[src/hdl/fdlh_pkg.sv]
// Shared widths, register indexes, region codes and lane bundles for the fan duty block.
`default_nettype none
package fdlh_pkg;

    localparam int TEMP_W     = 8;
    localparam int DUTY_W     = 8;
    localparam int REGION_W   = 3;
    localparam int HYST_W     = 6;
    localparam int SHIFT_W    = 7;
    localparam int CFG_IDX_W  = 3;
    localparam int CFG_DATA_W = 8;

    localparam int X_W      = TEMP_W + 2;
    localparam int SPAN_W   = DUTY_W + 1;
    localparam int MAG_W    = X_W - 1;
    localparam int PROD_W   = MAG_W + DUTY_W;
    localparam int QUO_W    = DUTY_W + 1;
    localparam int BOUND_W  = DUTY_W + 3;
    localparam int MUL_STEPS = DUTY_W;
    localparam int DIV_STEPS = QUO_W;
    localparam int CNT_W    = 4;

    localparam int unsigned FULL_DUTY_DEF = 255;

    localparam logic [TEMP_W-1:0]  LOW_TEMP_RST   = 8'd39;
    localparam logic [TEMP_W-1:0]  HIGH_TEMP_RST  = 8'd52;
    localparam logic [DUTY_W-1:0]  LOW_DUTY_RST   = 8'd128;
    localparam logic [DUTY_W-1:0]  HIGH_DUTY_RST  = 8'd255;
    localparam logic [HYST_W-1:0]  HYST_RST       = 6'd3;
    localparam logic [SHIFT_W-1:0] SHIFT_RST      = 7'd0;
    localparam logic [DUTY_W-1:0]  START_DUTY_RST = 8'd128;
    localparam logic [DUTY_W-1:0]  FLOOR_DUTY_RST = 8'd0;

    localparam logic [CFG_IDX_W-1:0] REG_LOW_TEMP   = 3'd0;
    localparam logic [CFG_IDX_W-1:0] REG_HIGH_TEMP  = 3'd1;
    localparam logic [CFG_IDX_W-1:0] REG_LOW_DUTY   = 3'd2;
    localparam logic [CFG_IDX_W-1:0] REG_HIGH_DUTY  = 3'd3;
    localparam logic [CFG_IDX_W-1:0] REG_HYST       = 3'd4;
    localparam logic [CFG_IDX_W-1:0] REG_TEMP_SHIFT = 3'd5;
    localparam logic [CFG_IDX_W-1:0] REG_START_DUTY = 3'd6;
    localparam logic [CFG_IDX_W-1:0] REG_FLOOR_DUTY = 3'd7;

    localparam logic [REGION_W-1:0] REGION_FIRST   = 3'd0;
    localparam logic [REGION_W-1:0] REGION_FULL    = 3'd1;
    localparam logic [REGION_W-1:0] REGION_FLOOR   = 3'd2;
    localparam logic [REGION_W-1:0] REGION_TRACKED = 3'd3;
    localparam logic [REGION_W-1:0] REGION_DIV_ERR = 3'd4;

    typedef struct packed {
        logic              start;
        logic [X_W-1:0]    x;
        logic [SPAN_W-1:0] span;
        logic [DUTY_W-1:0] divisor;
        logic [DUTY_W-1:0] base;
    } lane_req_t;

    typedef struct packed {
        logic              done;
        logic [DUTY_W-1:0] bound;
    } lane_rsp_t;

endpackage
`default_nettype wire

[src/hdl/fdlh_bound.sv]
// One bound lane: bit-serial multiply, bit-serial divide, offset and saturate.
`default_nettype none
module fdlh_bound (
    input  wire logic              aclk,
    input  wire logic              aresetn,
    input  wire fdlh_pkg::lane_req_t req,
    output fdlh_pkg::lane_rsp_t    rsp
);
    import fdlh_pkg::*;

    typedef enum logic [4:0] {
        LN_IDLE = 5'b00001,
        LN_MUL  = 5'b00010,
        LN_CHK  = 5'b00100,
        LN_DIV  = 5'b01000,
        LN_FIN  = 5'b10000
    } lane_state_t;

    lane_state_t       state_reg, state_next;
    logic [CNT_W-1:0]  cnt_reg, cnt_next;
    logic [PROD_W-1:0] mcand_reg, mcand_next;
    logic [DUTY_W-1:0] mplier_reg, mplier_next;
    logic [PROD_W-1:0] acc_reg, acc_next;
    logic              neg_reg, neg_next;
    logic [DUTY_W-1:0] div_reg, div_next;
    logic [DUTY_W-1:0] base_reg, base_next;
    logic              sat_reg, sat_next;
    logic [DUTY_W-1:0] rem_reg, rem_next;
    logic [QUO_W-1:0]  dvd_reg, dvd_next;
    logic [QUO_W-1:0]  quo_reg, quo_next;
    logic [DUTY_W-1:0] bound_reg, bound_next;
    logic              done_reg, done_next;

    logic [X_W-1:0]     x_neg;
    logic [SPAN_W-1:0]  span_neg;
    logic [MAG_W-1:0]   x_mag;
    logic [DUTY_W-1:0]  span_mag;
    logic [QUO_W-1:0]   trial;
    logic               trial_ge;
    logic [BOUND_W-1:0] q_ext;
    logic [BOUND_W-1:0] val;

    assign x_neg    = -req.x;
    assign span_neg = -req.span;
    assign x_mag    = req.x[X_W-1] ? x_neg[MAG_W-1:0] : req.x[MAG_W-1:0];
    assign span_mag = req.span[SPAN_W-1] ? span_neg[DUTY_W-1:0] : req.span[DUTY_W-1:0];

    assign trial    = {rem_reg, dvd_reg[QUO_W-1]};
    assign trial_ge = trial >= {1'b0, div_reg};

    assign q_ext = {{(BOUND_W-QUO_W){1'b0}}, quo_reg};
    assign val   = {{(BOUND_W-DUTY_W){1'b0}}, base_reg} + (neg_reg ? -q_ext : q_ext);

    always_comb begin
        state_next  = state_reg;
        cnt_next    = cnt_reg;
        mcand_next  = mcand_reg;
        mplier_next = mplier_reg;
        acc_next    = acc_reg;
        neg_next    = neg_reg;
        div_next    = div_reg;
        base_next   = base_reg;
        sat_next    = sat_reg;
        rem_next    = rem_reg;
        dvd_next    = dvd_reg;
        quo_next    = quo_reg;
        bound_next  = bound_reg;
        done_next   = 1'b0;
        case (state_reg)
            LN_IDLE: begin
                if (req.start) begin
                    mcand_next  = {{(PROD_W-MAG_W){1'b0}}, x_mag};
                    mplier_next = span_mag;
                    acc_next    = '0;
                    neg_next    = req.x[X_W-1] ^ req.span[SPAN_W-1];
                    div_next    = req.divisor;
                    base_next   = req.base;
                    cnt_next    = '0;
                    state_next  = LN_MUL;
                end
            end
            LN_MUL: begin
                if (mplier_reg[0]) begin
                    acc_next = acc_reg + mcand_reg;
                end
                mcand_next  = mcand_reg << 1;
                mplier_next = mplier_reg >> 1;
                cnt_next    = cnt_reg + 1'b1;
                if (cnt_reg == CNT_W'(MUL_STEPS - 1)) begin
                    cnt_next   = '0;
                    state_next = LN_CHK;
                end
            end
            LN_CHK: begin
                // quotient of 512 or more saturates either way
                sat_next   = acc_reg[PROD_W-1:QUO_W] >= div_reg;
                rem_next   = acc_reg[PROD_W-1:QUO_W];
                dvd_next   = acc_reg[QUO_W-1:0];
                quo_next   = '0;
                state_next = LN_DIV;
            end
            LN_DIV: begin
                rem_next = trial_ge ? DUTY_W'(trial - {1'b0, div_reg}) : trial[DUTY_W-1:0];
                dvd_next = dvd_reg << 1;
                quo_next = {quo_reg[QUO_W-2:0], trial_ge};
                cnt_next = cnt_reg + 1'b1;
                if (cnt_reg == CNT_W'(DIV_STEPS - 1)) begin
                    cnt_next   = '0;
                    state_next = LN_FIN;
                end
            end
            LN_FIN: begin
                if (sat_reg) begin
                    bound_next = neg_reg ? '0 : '1;
                end else if (val[BOUND_W-1]) begin
                    bound_next = '0;
                end else if (val[BOUND_W-2:DUTY_W] != '0) begin
                    bound_next = '1;
                end else begin
                    bound_next = val[DUTY_W-1:0];
                end
                done_next  = 1'b1;
                state_next = LN_IDLE;
            end
            default: begin
                state_next = LN_IDLE;
            end
        endcase
    end

    always_ff @(posedge aclk) begin
        if (!aresetn) begin
            state_reg <= LN_IDLE;
            cnt_reg   <= '0;
            done_reg  <= 1'b0;
        end else begin
            state_reg <= state_next;
            cnt_reg   <= cnt_next;
            done_reg  <= done_next;
        end
        mcand_reg  <= mcand_next;
        mplier_reg <= mplier_next;
        acc_reg    <= acc_next;
        neg_reg    <= neg_next;
        div_reg    <= div_next;
        base_reg   <= base_next;
        sat_reg    <= sat_next;
        rem_reg    <= rem_next;
        dvd_reg    <= dvd_next;
        quo_reg    <= quo_next;
        bound_reg  <= bound_next;
    end

    assign rsp.done  = done_reg;
    assign rsp.bound = bound_reg;

endmodule
`default_nettype wire

[src/hdl/fan_duty_linear_hysteresis.sv]
// Top level: fan duty from a linear curve with hysteresis, two bit-serial bound lanes.
//
//  channel  ports          payload
//  -------  -------------  ---------------------------------------------
//  input    s_tvalid/ready s_tdata[7:0] temperature
//  result   m_tvalid/ready m_tdata[7:0] duty, m_tuser[2:0] region
//  config   cfg_wr_en      cfg_wr_index[2:0], cfg_wr_data[7:0]
//
// Each lane loads a sample on accept, then runs 8 multiply steps, a check,
// 9 divide steps and a finish; the top then decides and emits the result.
// Reset is synchronous and active low; it restores the register defaults
// and clears the sample history. A result beat waits in the output
// register; the next sample is taken meanwhile and its result stalls
// until that beat is gone.
`default_nettype none
module fan_duty_linear_hysteresis #(
    parameter int unsigned FULL_DUTY = fdlh_pkg::FULL_DUTY_DEF
) (
    input  wire logic                            aclk,
    input  wire logic                            aresetn,
    input  wire logic                            s_tvalid,
    output logic                                 s_tready,
    input  wire logic [fdlh_pkg::TEMP_W-1:0]     s_tdata,      // [7:0] temperature
    output logic                                 m_tvalid,
    input  wire logic                            m_tready,
    output logic [fdlh_pkg::DUTY_W-1:0]          m_tdata,      // [7:0] duty
    output logic [fdlh_pkg::REGION_W-1:0]        m_tuser,      // [2:0] region
    input  wire logic                            cfg_wr_en,
    input  wire logic [fdlh_pkg::CFG_IDX_W-1:0]  cfg_wr_index,
    input  wire logic [fdlh_pkg::CFG_DATA_W-1:0] cfg_wr_data
);
    import fdlh_pkg::*;

    typedef enum logic [2:0] {
        ST_IDLE = 3'b001,
        ST_BUSY = 3'b010,
        ST_EMIT = 3'b100
    } top_state_t;

    top_state_t         state_reg, state_next;

    logic [TEMP_W-1:0]  low_temp_reg, high_temp_reg;
    logic [DUTY_W-1:0]  low_duty_reg, high_duty_reg, start_duty_reg, floor_duty_reg;
    logic [HYST_W-1:0]  hyst_reg;
    logic [SHIFT_W-1:0] shift_reg;

    logic               seen_reg, seen_next;
    logic [TEMP_W-1:0]  prev_temp_reg, prev_temp_next;
    logic [DUTY_W-1:0]  prev_duty_reg, prev_duty_next;
    logic [TEMP_W-1:0]  t_reg, t_next;
    logic [DUTY_W-1:0]  ub_reg, ub_next, lb_reg, lb_next;
    logic               m_valid_reg, m_valid_next;
    logic [DUTY_W-1:0]  m_duty_reg, m_duty_next;
    logic [REGION_W-1:0] m_region_reg, m_region_next;

    lane_req_t          ub_req, lb_req;
    lane_rsp_t          ub_rsp, lb_rsp;

    logic               accept;
    logic               out_free;
    logic [X_W-1:0]     shift_ext;
    logic [X_W-1:0]     x_ub;
    logic [X_W-1:0]     div_val;
    logic               div_ok;
    logic [X_W-1:0]     full_lim, floor_lim;
    logic [X_W-1:0]     t_ext;
    logic               full_hit, floor_hit;
    logic [DUTY_W-1:0]  pick, clamped, first_duty;
    logic [DUTY_W-1:0]  res_duty, res_prev;
    logic [REGION_W-1:0] res_region;

    assign accept    = s_tvalid && s_tready;
    assign out_free  = !m_valid_reg || m_tready;
    assign shift_ext = {{(X_W-SHIFT_W){shift_reg[SHIFT_W-1]}}, shift_reg};

    assign x_ub    = {2'b00, s_tdata} - {2'b00, low_temp_reg} + shift_ext;
    assign div_val = {2'b00, high_temp_reg} - {2'b00, low_temp_reg}
                   - {{(X_W-HYST_W){1'b0}}, hyst_reg};
    assign div_ok  = !div_val[X_W-1] && (div_val != '0);

    always_comb begin
        ub_req.start   = accept;
        ub_req.x       = x_ub;
        ub_req.span    = {1'b0, high_duty_reg} - {1'b0, low_duty_reg};
        ub_req.divisor = div_val[DUTY_W-1:0];
        ub_req.base    = low_duty_reg;
        lb_req         = ub_req;
        lb_req.x       = x_ub - {{(X_W-HYST_W){1'b0}}, hyst_reg};
    end

    fdlh_bound u_ub (
        .aclk    (aclk),
        .aresetn (aresetn),
        .req     (ub_req),
        .rsp     (ub_rsp)
    );

    fdlh_bound u_lb (
        .aclk    (aclk),
        .aresetn (aresetn),
        .req     (lb_req),
        .rsp     (lb_rsp)
    );

    assign t_ext     = {2'b00, t_reg};
    assign full_lim  = {2'b00, high_temp_reg} - shift_ext;
    assign floor_lim = {2'b00, low_temp_reg} - shift_ext;
    assign full_hit  = $signed(t_ext) >= $signed(full_lim);
    assign floor_hit = $signed(t_ext) < $signed(floor_lim);

    always_comb begin
        if (t_reg > prev_temp_reg) begin
            pick = (lb_reg < prev_duty_reg) ? prev_duty_reg : lb_reg;
        end else if (t_reg < prev_temp_reg) begin
            pick = (ub_reg > prev_duty_reg) ? prev_duty_reg : ub_reg;
        end else begin
            pick = prev_duty_reg;
        end
        if (pick > high_duty_reg) begin
            clamped = high_duty_reg;
        end else if (pick < low_duty_reg) begin
            clamped = low_duty_reg;
        end else begin
            clamped = pick;
        end
        first_duty = (lb_reg > start_duty_reg) ? lb_reg : start_duty_reg;

        if (!div_ok) begin
            res_duty   = DUTY_W'(FULL_DUTY);
            res_prev   = DUTY_W'(FULL_DUTY);
            res_region = REGION_DIV_ERR;
        end else if (!seen_reg) begin
            res_duty   = first_duty;
            res_prev   = lb_reg;
            res_region = REGION_FIRST;
        end else if (full_hit) begin
            res_duty   = DUTY_W'(FULL_DUTY);
            res_prev   = DUTY_W'(FULL_DUTY);
            res_region = REGION_FULL;
        end else if (floor_hit) begin
            res_duty   = floor_duty_reg;
            res_prev   = floor_duty_reg;
            res_region = REGION_FLOOR;
        end else begin
            res_duty   = clamped;
            res_prev   = clamped;
            res_region = REGION_TRACKED;
        end
    end

    always_comb begin
        state_next     = state_reg;
        seen_next      = seen_reg;
        prev_temp_next = prev_temp_reg;
        prev_duty_next = prev_duty_reg;
        t_next         = t_reg;
        ub_next        = ub_reg;
        lb_next        = lb_reg;
        m_valid_next   = m_valid_reg && !m_tready;
        m_duty_next    = m_duty_reg;
        m_region_next  = m_region_reg;
        case (state_reg)
            ST_IDLE: begin
                if (accept) begin
                    t_next     = s_tdata;
                    state_next = ST_BUSY;
                end
            end
            ST_BUSY: begin
                if (ub_rsp.done && lb_rsp.done) begin
                    ub_next    = ub_rsp.bound;
                    lb_next    = lb_rsp.bound;
                    state_next = ST_EMIT;
                end
            end
            ST_EMIT: begin
                if (out_free) begin
                    m_valid_next   = 1'b1;
                    m_duty_next    = res_duty;
                    m_region_next  = res_region;
                    seen_next      = 1'b1;
                    prev_temp_next = t_reg;
                    prev_duty_next = res_prev;
                    state_next     = ST_IDLE;
                end
            end
            default: begin
                state_next = ST_IDLE;
            end
        endcase
    end

    always_ff @(posedge aclk) begin
        if (!aresetn) begin
            state_reg      <= ST_IDLE;
            seen_reg       <= 1'b0;
            prev_temp_reg  <= '0;
            prev_duty_reg  <= '0;
            m_valid_reg    <= 1'b0;
            low_temp_reg   <= LOW_TEMP_RST;
            high_temp_reg  <= HIGH_TEMP_RST;
            low_duty_reg   <= LOW_DUTY_RST;
            high_duty_reg  <= HIGH_DUTY_RST;
            hyst_reg       <= HYST_RST;
            shift_reg      <= SHIFT_RST;
            start_duty_reg <= START_DUTY_RST;
            floor_duty_reg <= FLOOR_DUTY_RST;
        end else begin
            state_reg     <= state_next;
            seen_reg      <= seen_next;
            prev_temp_reg <= prev_temp_next;
            prev_duty_reg <= prev_duty_next;
            m_valid_reg   <= m_valid_next;
            if (cfg_wr_en) begin
                case (cfg_wr_index)
                    REG_LOW_TEMP:   low_temp_reg   <= cfg_wr_data;
                    REG_HIGH_TEMP:  high_temp_reg  <= cfg_wr_data;
                    REG_LOW_DUTY:   low_duty_reg   <= cfg_wr_data;
                    REG_HIGH_DUTY:  high_duty_reg  <= cfg_wr_data;
                    REG_HYST:       hyst_reg       <= cfg_wr_data[HYST_W-1:0];
                    REG_TEMP_SHIFT: shift_reg      <= cfg_wr_data[SHIFT_W-1:0];
                    REG_START_DUTY: start_duty_reg <= cfg_wr_data;
                    REG_FLOOR_DUTY: floor_duty_reg <= cfg_wr_data;
                    default: begin
                    end
                endcase
            end
        end
        t_reg        <= t_next;
        ub_reg       <= ub_next;
        lb_reg       <= lb_next;
        m_duty_reg   <= m_duty_next;
        m_region_reg <= m_region_next;
    end

    assign s_tready = (state_reg == ST_IDLE);
    assign m_tvalid = m_valid_reg;
    assign m_tdata  = m_duty_reg;
    assign m_tuser  = m_region_reg;

endmodule
`default_nettype wire

[config.mk]
export PLATFORM = sky130hd
export DESIGN_NAME = fan_duty_linear_hysteresis
export DESIGN_NICKNAME = d
export VERILOG_FILES = /design/src/hdl/fdlh_pkg.sv /design/src/hdl/fdlh_bound.sv /design/src/hdl/fan_duty_linear_hysteresis.sv
export SDC_FILE = /design/constraint.sdc
export NUM_CORES = 1
export LEC_CHECK = 0
export BUFFER_PORTS_ARGS = -buffer_cell sky130_fd_sc_hd__buf_2
export CORE_MARGIN = 2
export CORE_UTILIZATION = 55
export CTS_CLUSTER_DIAMETER = 200
export DETAILED_ROUTE_END_ITERATION = 12
export GPL_TIMING_DRIVEN = 1
export PLACE_DENSITY = 0.81
export RECOVER_POWER = 25
export SYNTH_ARGS = -nofsm -noshare
export SYNTH_HDL_FRONTEND = slang
export SYNTH_SLANG_ARGS = --single-unit
[constraint.sdc]
create_clock -name aclk -period 6.4 [get_ports aclk]
set_clock_uncertainty 0.05 [all_clocks]
set_input_delay 1.28 -clock aclk [delete_from_list [all_inputs] [get_ports aclk]]
set_output_delay 1.28 -clock aclk [all_outputs]
set_load 0.05 [all_outputs]
==> impl_metrics.csv <==
group,metric,value,unit
setup_path,path_delay_family,"compound AO/OA/AOI/OAI gates",
route,vias_per_cell,5.90,
clock_tree,cts_resized,0,
route,dr.pass1.iters,5,
die,ios,37,
setup_path,path_cells,"ha_1 > and4b_1 > a211oi_2 > o211ai_1 > o21a_1 > nand2_1 > o22ai_1 > a21oi_1 > ha_1 > nor2b_1 > o21a_1 > o21a_1 > o21ai_1 > a21oi_1 > o31ai_1 > nor2b_1 > a221o_1 > o211ai_1",
layout,antennaDiodeCount,0,
pwr,p_leak,8.84,nW
setup_path,reg2reg_to,"m_tdata[6]",
die,std_cell_rows,70,
setup_path,cpMostUsedCell,"o21a_1",
min_path,hp-start,"u_ub.bound_reg[4]",
clock_tree,clock-sinks,325,
setup_path,crit_path_max_fanout,7,
route,wl_met2,22700,µm
setup_path,worstSetupPathType,"reg2reg",
clock_tree,ctsRootBufferMaster,"clkbuf_16",
setup_path,cp_num_cells,18,
die,die_h,196,µm
die,core,36500,µm²
pwr,irDropWorstVdd,180,µV
global_route,grt_max_degree,101,
setup_path,crit_slowest_cell,"o211ai_1",
placed_design,port_buffers,36,
layout,nFillCells,2905,
setup_path,rr_startpoint,"t_reg[3]",
route,met3WireLength,2830,µm
route,ant_nets,0,
layout,layout_commonest_cell,"nand2_1",
sta,clock.fmax,188,MHz
sta,worst_pin_slew,4190,ps
setup_path,crit_arrival,5520,ps
global_route,grt.overflow.total,0,
synth,netlist_area,20400,µm²
sta,setup_violations,0,
clock_tree,post_cts.repair.setup_buffers,0,
die,start_util,55.8,%
clock_tree,hold_buffers,0,
setup_path,max_stage_delay,510,ps
synth,synth_flop_cell,"edfxtp_1",
clock_tree,cts_buffer_depth,3,
route,wl_met1,20300,µm
layout,layout_common_cells,"nand2_1, edfxtp_1, ha_1",
sta,rsz0062_at_grt,"no",
setup_path,r2r_slack,1080,ps
clock_tree,clk_pin_slew,60,ps
setup_path,crit_buf_inv,0,
setup_path,cp-startpoint,"t_reg[3]",
route,via_count,15500,
status,status,"complete, but fails checks",
synth,async_reset_ff_share,0,%
sta,min_period_over_period,83.2,%
sta,drv_slew,185,
clock_tree,cts-buffers-inserted,37,
synth,syn_area_per_cell,9.75,µm²
sta,finalSetupTns,0,ps
min_path,hold_path_class,"reg2reg",
setup_path,reg2reg_depth,18,
sta,layout_min_cycle_time,5320,ps
layout,drive_above_1_share,5.00,%
pwr,powerDensity,275,nW/µm²
synth,synth.distinct_cells,70,
sta,finalHoldViolations,0,
clock_tree,insertion_delay,540,ps
synth,syn-num-nets,2343,
clock_tree,h-tree-depth,2,
synth,synth_cells,2091,
setup_path,crit_path_end_kind,"register",
layout,nets,2381,
synth,synth_edf_count,223,
layout,utilization,60.9,%
sta,hold_slack,363,ps
setup_path,cp-endpoint,"m_tdata[6]",
global_route,grt_pass1_wl,77300,µm
placed_design,hpwl,34300,µm
layout,syn_to_final_growth,9.23,%
synth,ys_seq_area_share,42.9,%
die,fp.dieW,196,µm
global_route,grt_pass1_vias,15400,
global_route,grt.total_usage,24.8,%
global_route,antenna_found_initial,0,
route,drt_iter0_markers,1125,
placed_design,place.gp.congestion,0.922,
synth,synth_seq_cells,325,
setup_path,crit_required,6600,ps
die,die_area,38600,µm²
sta,slew_headroom,-179,%
synth,yosys_warnings,0,
clock_tree,tritoncts,"done",
route,wl_per_cell,17.9,µm
route,routed_wl,47100,µm
route,drc,0,
setup_path,cp-start-kind,"register",
status,violations,"capacitance limit, slew limit",
route,top_layer_used,"met4",
flow_run,maxCapViolations,3,
-- kinds of logic (layout without fill, tap and decap cells) --
logic type	Yosys count	after routing	synth area share [%]
adders and majority gates	228	228	14.5
buffers and inverters	201	268	3.74
DFF	325	325	42.9
AOI/OAI and AO/OA	495	495	15.8
and+or+nand+nor	681	681	15.8
muxes	38	38	1.90
xor gates and xnor gates	123	123	5.32
-- cell type report --
class | instances | area (µm²) | share of cell area [%]
Timing Repair Buffer | 48 | 224 | 1.01
Tap cell | 468 | 586 | 2.63
Clock inverter | 16 | 188 | 0.843
Clock buffer | 52 | 1080 | 4.83
Inverter | 152 | 571 | 2.56
Sequential cell | 325 | 8740 | 39.3
Multi-Input combinational cell | 1565 | 10900 | 48.9
-- synthesized netlist by cell type, types with 6 or more instances --
| library cell | instances | area, µm² |
|---|---|---|
| o21a_1 | 24 | 180 |
| nor2b_1 | 49 | 307 |
| nand2b_1 | 49 | 307 |
| a21boi_0 | 51 | 383 |
| o211ai_1 | 33 | 248 |
| or3_1 | 8 | 50.1 |
| mux2_2 | 6 | 67.6 |
| xor2_1 | 44 | 385 |
| clkbuf_1 | 46 | 173 |
| o41ai_1 | 8 | 70.1 |
| o21ai_1 | 37 | 185 |
| ha_1 | 214 | 2680 |
| nor2_1 | 150 | 563 |
| fa_1 | 14 | 280 |
| nor3_1 | 32 | 160 |
| edfxtp_1 | 223 | 6700 |
| and3_1 | 8 | 50.1 |
| and2_1 | 44 | 275 |
| nor3b_1 | 10 | 75.1 |
| inv_1 | 151 | 567 |
| o22ai_1 | 10 | 62.6 |
| a211oi_1 | 11 | 82.6 |
| nand4_1 | 14 | 87.6 |
| mux2i_1 | 32 | 320 |
| a221o_1 | 9 | 90.1 |
| nand3b_1 | 9 | 67.6 |
| o21ai_0 | 81 | 405 |
| o21bai_1 | 11 | 82.6 |
| a21oi_1 | 110 | 551 |
| o31ai_1 | 6 | 45.0 |
| a21o_1 | 41 | 308 |
| xnor2_1 | 78 | 683 |
| nand2_1 | 254 | 953 |
| nand3_1 | 30 | 150 |
| a31oi_1 | 20 | 125 |
| dfxtp_1 | 102 | 2040 |
-- power by group --
| group | internal (mW) | switching [mW] | total, mW | leakage, nW |
|---|---|---|---|---|
| Sequential | 2.43 | 0.0920 | 2.52 | 2.89 |
| Clock | 1.34 | 0.867 | 2.20 | 0.602 |
| Combinational | 0.569 | 0.816 | 1.39 | 5.35 |
| Total | 4.34 | 1.77 | 6.11 | 8.84 |
-- worst min-delay path by stage --
stage                           end  depth (start not counted)
after floorplan           lb_reg[0]                          0
after global placement    ub_reg[2]                          0
after detailed placement  ub_reg[0]                          0
after CTS                 ub_reg[4]                          0
after global routing      ub_reg[2]                          0
final                     ub_reg[4]                          0
-- per-layer routing --
metal	up-vias	GRT usage [%]
met5	-	0
met4	0	8.61
met3	102	3.22
met2	449	42.6
met1	7401	32.5
li1	7539	-
-- stage by stage --
step	worst slack (ps)	instances	total power, mW	area, µm²
2_1_floorplan	1270	2091	3.58	20400
5_1_grt	775	2626	6.39	22300
4_1_cts	1230	2626	6.12	22300
3_3_place_gp	857	2558	3.85	21100
6_report	1080	2626	6.11	22300
3_5_place_dp	764	2558	3.92	21100
Power figures use the tool's default switching activity.
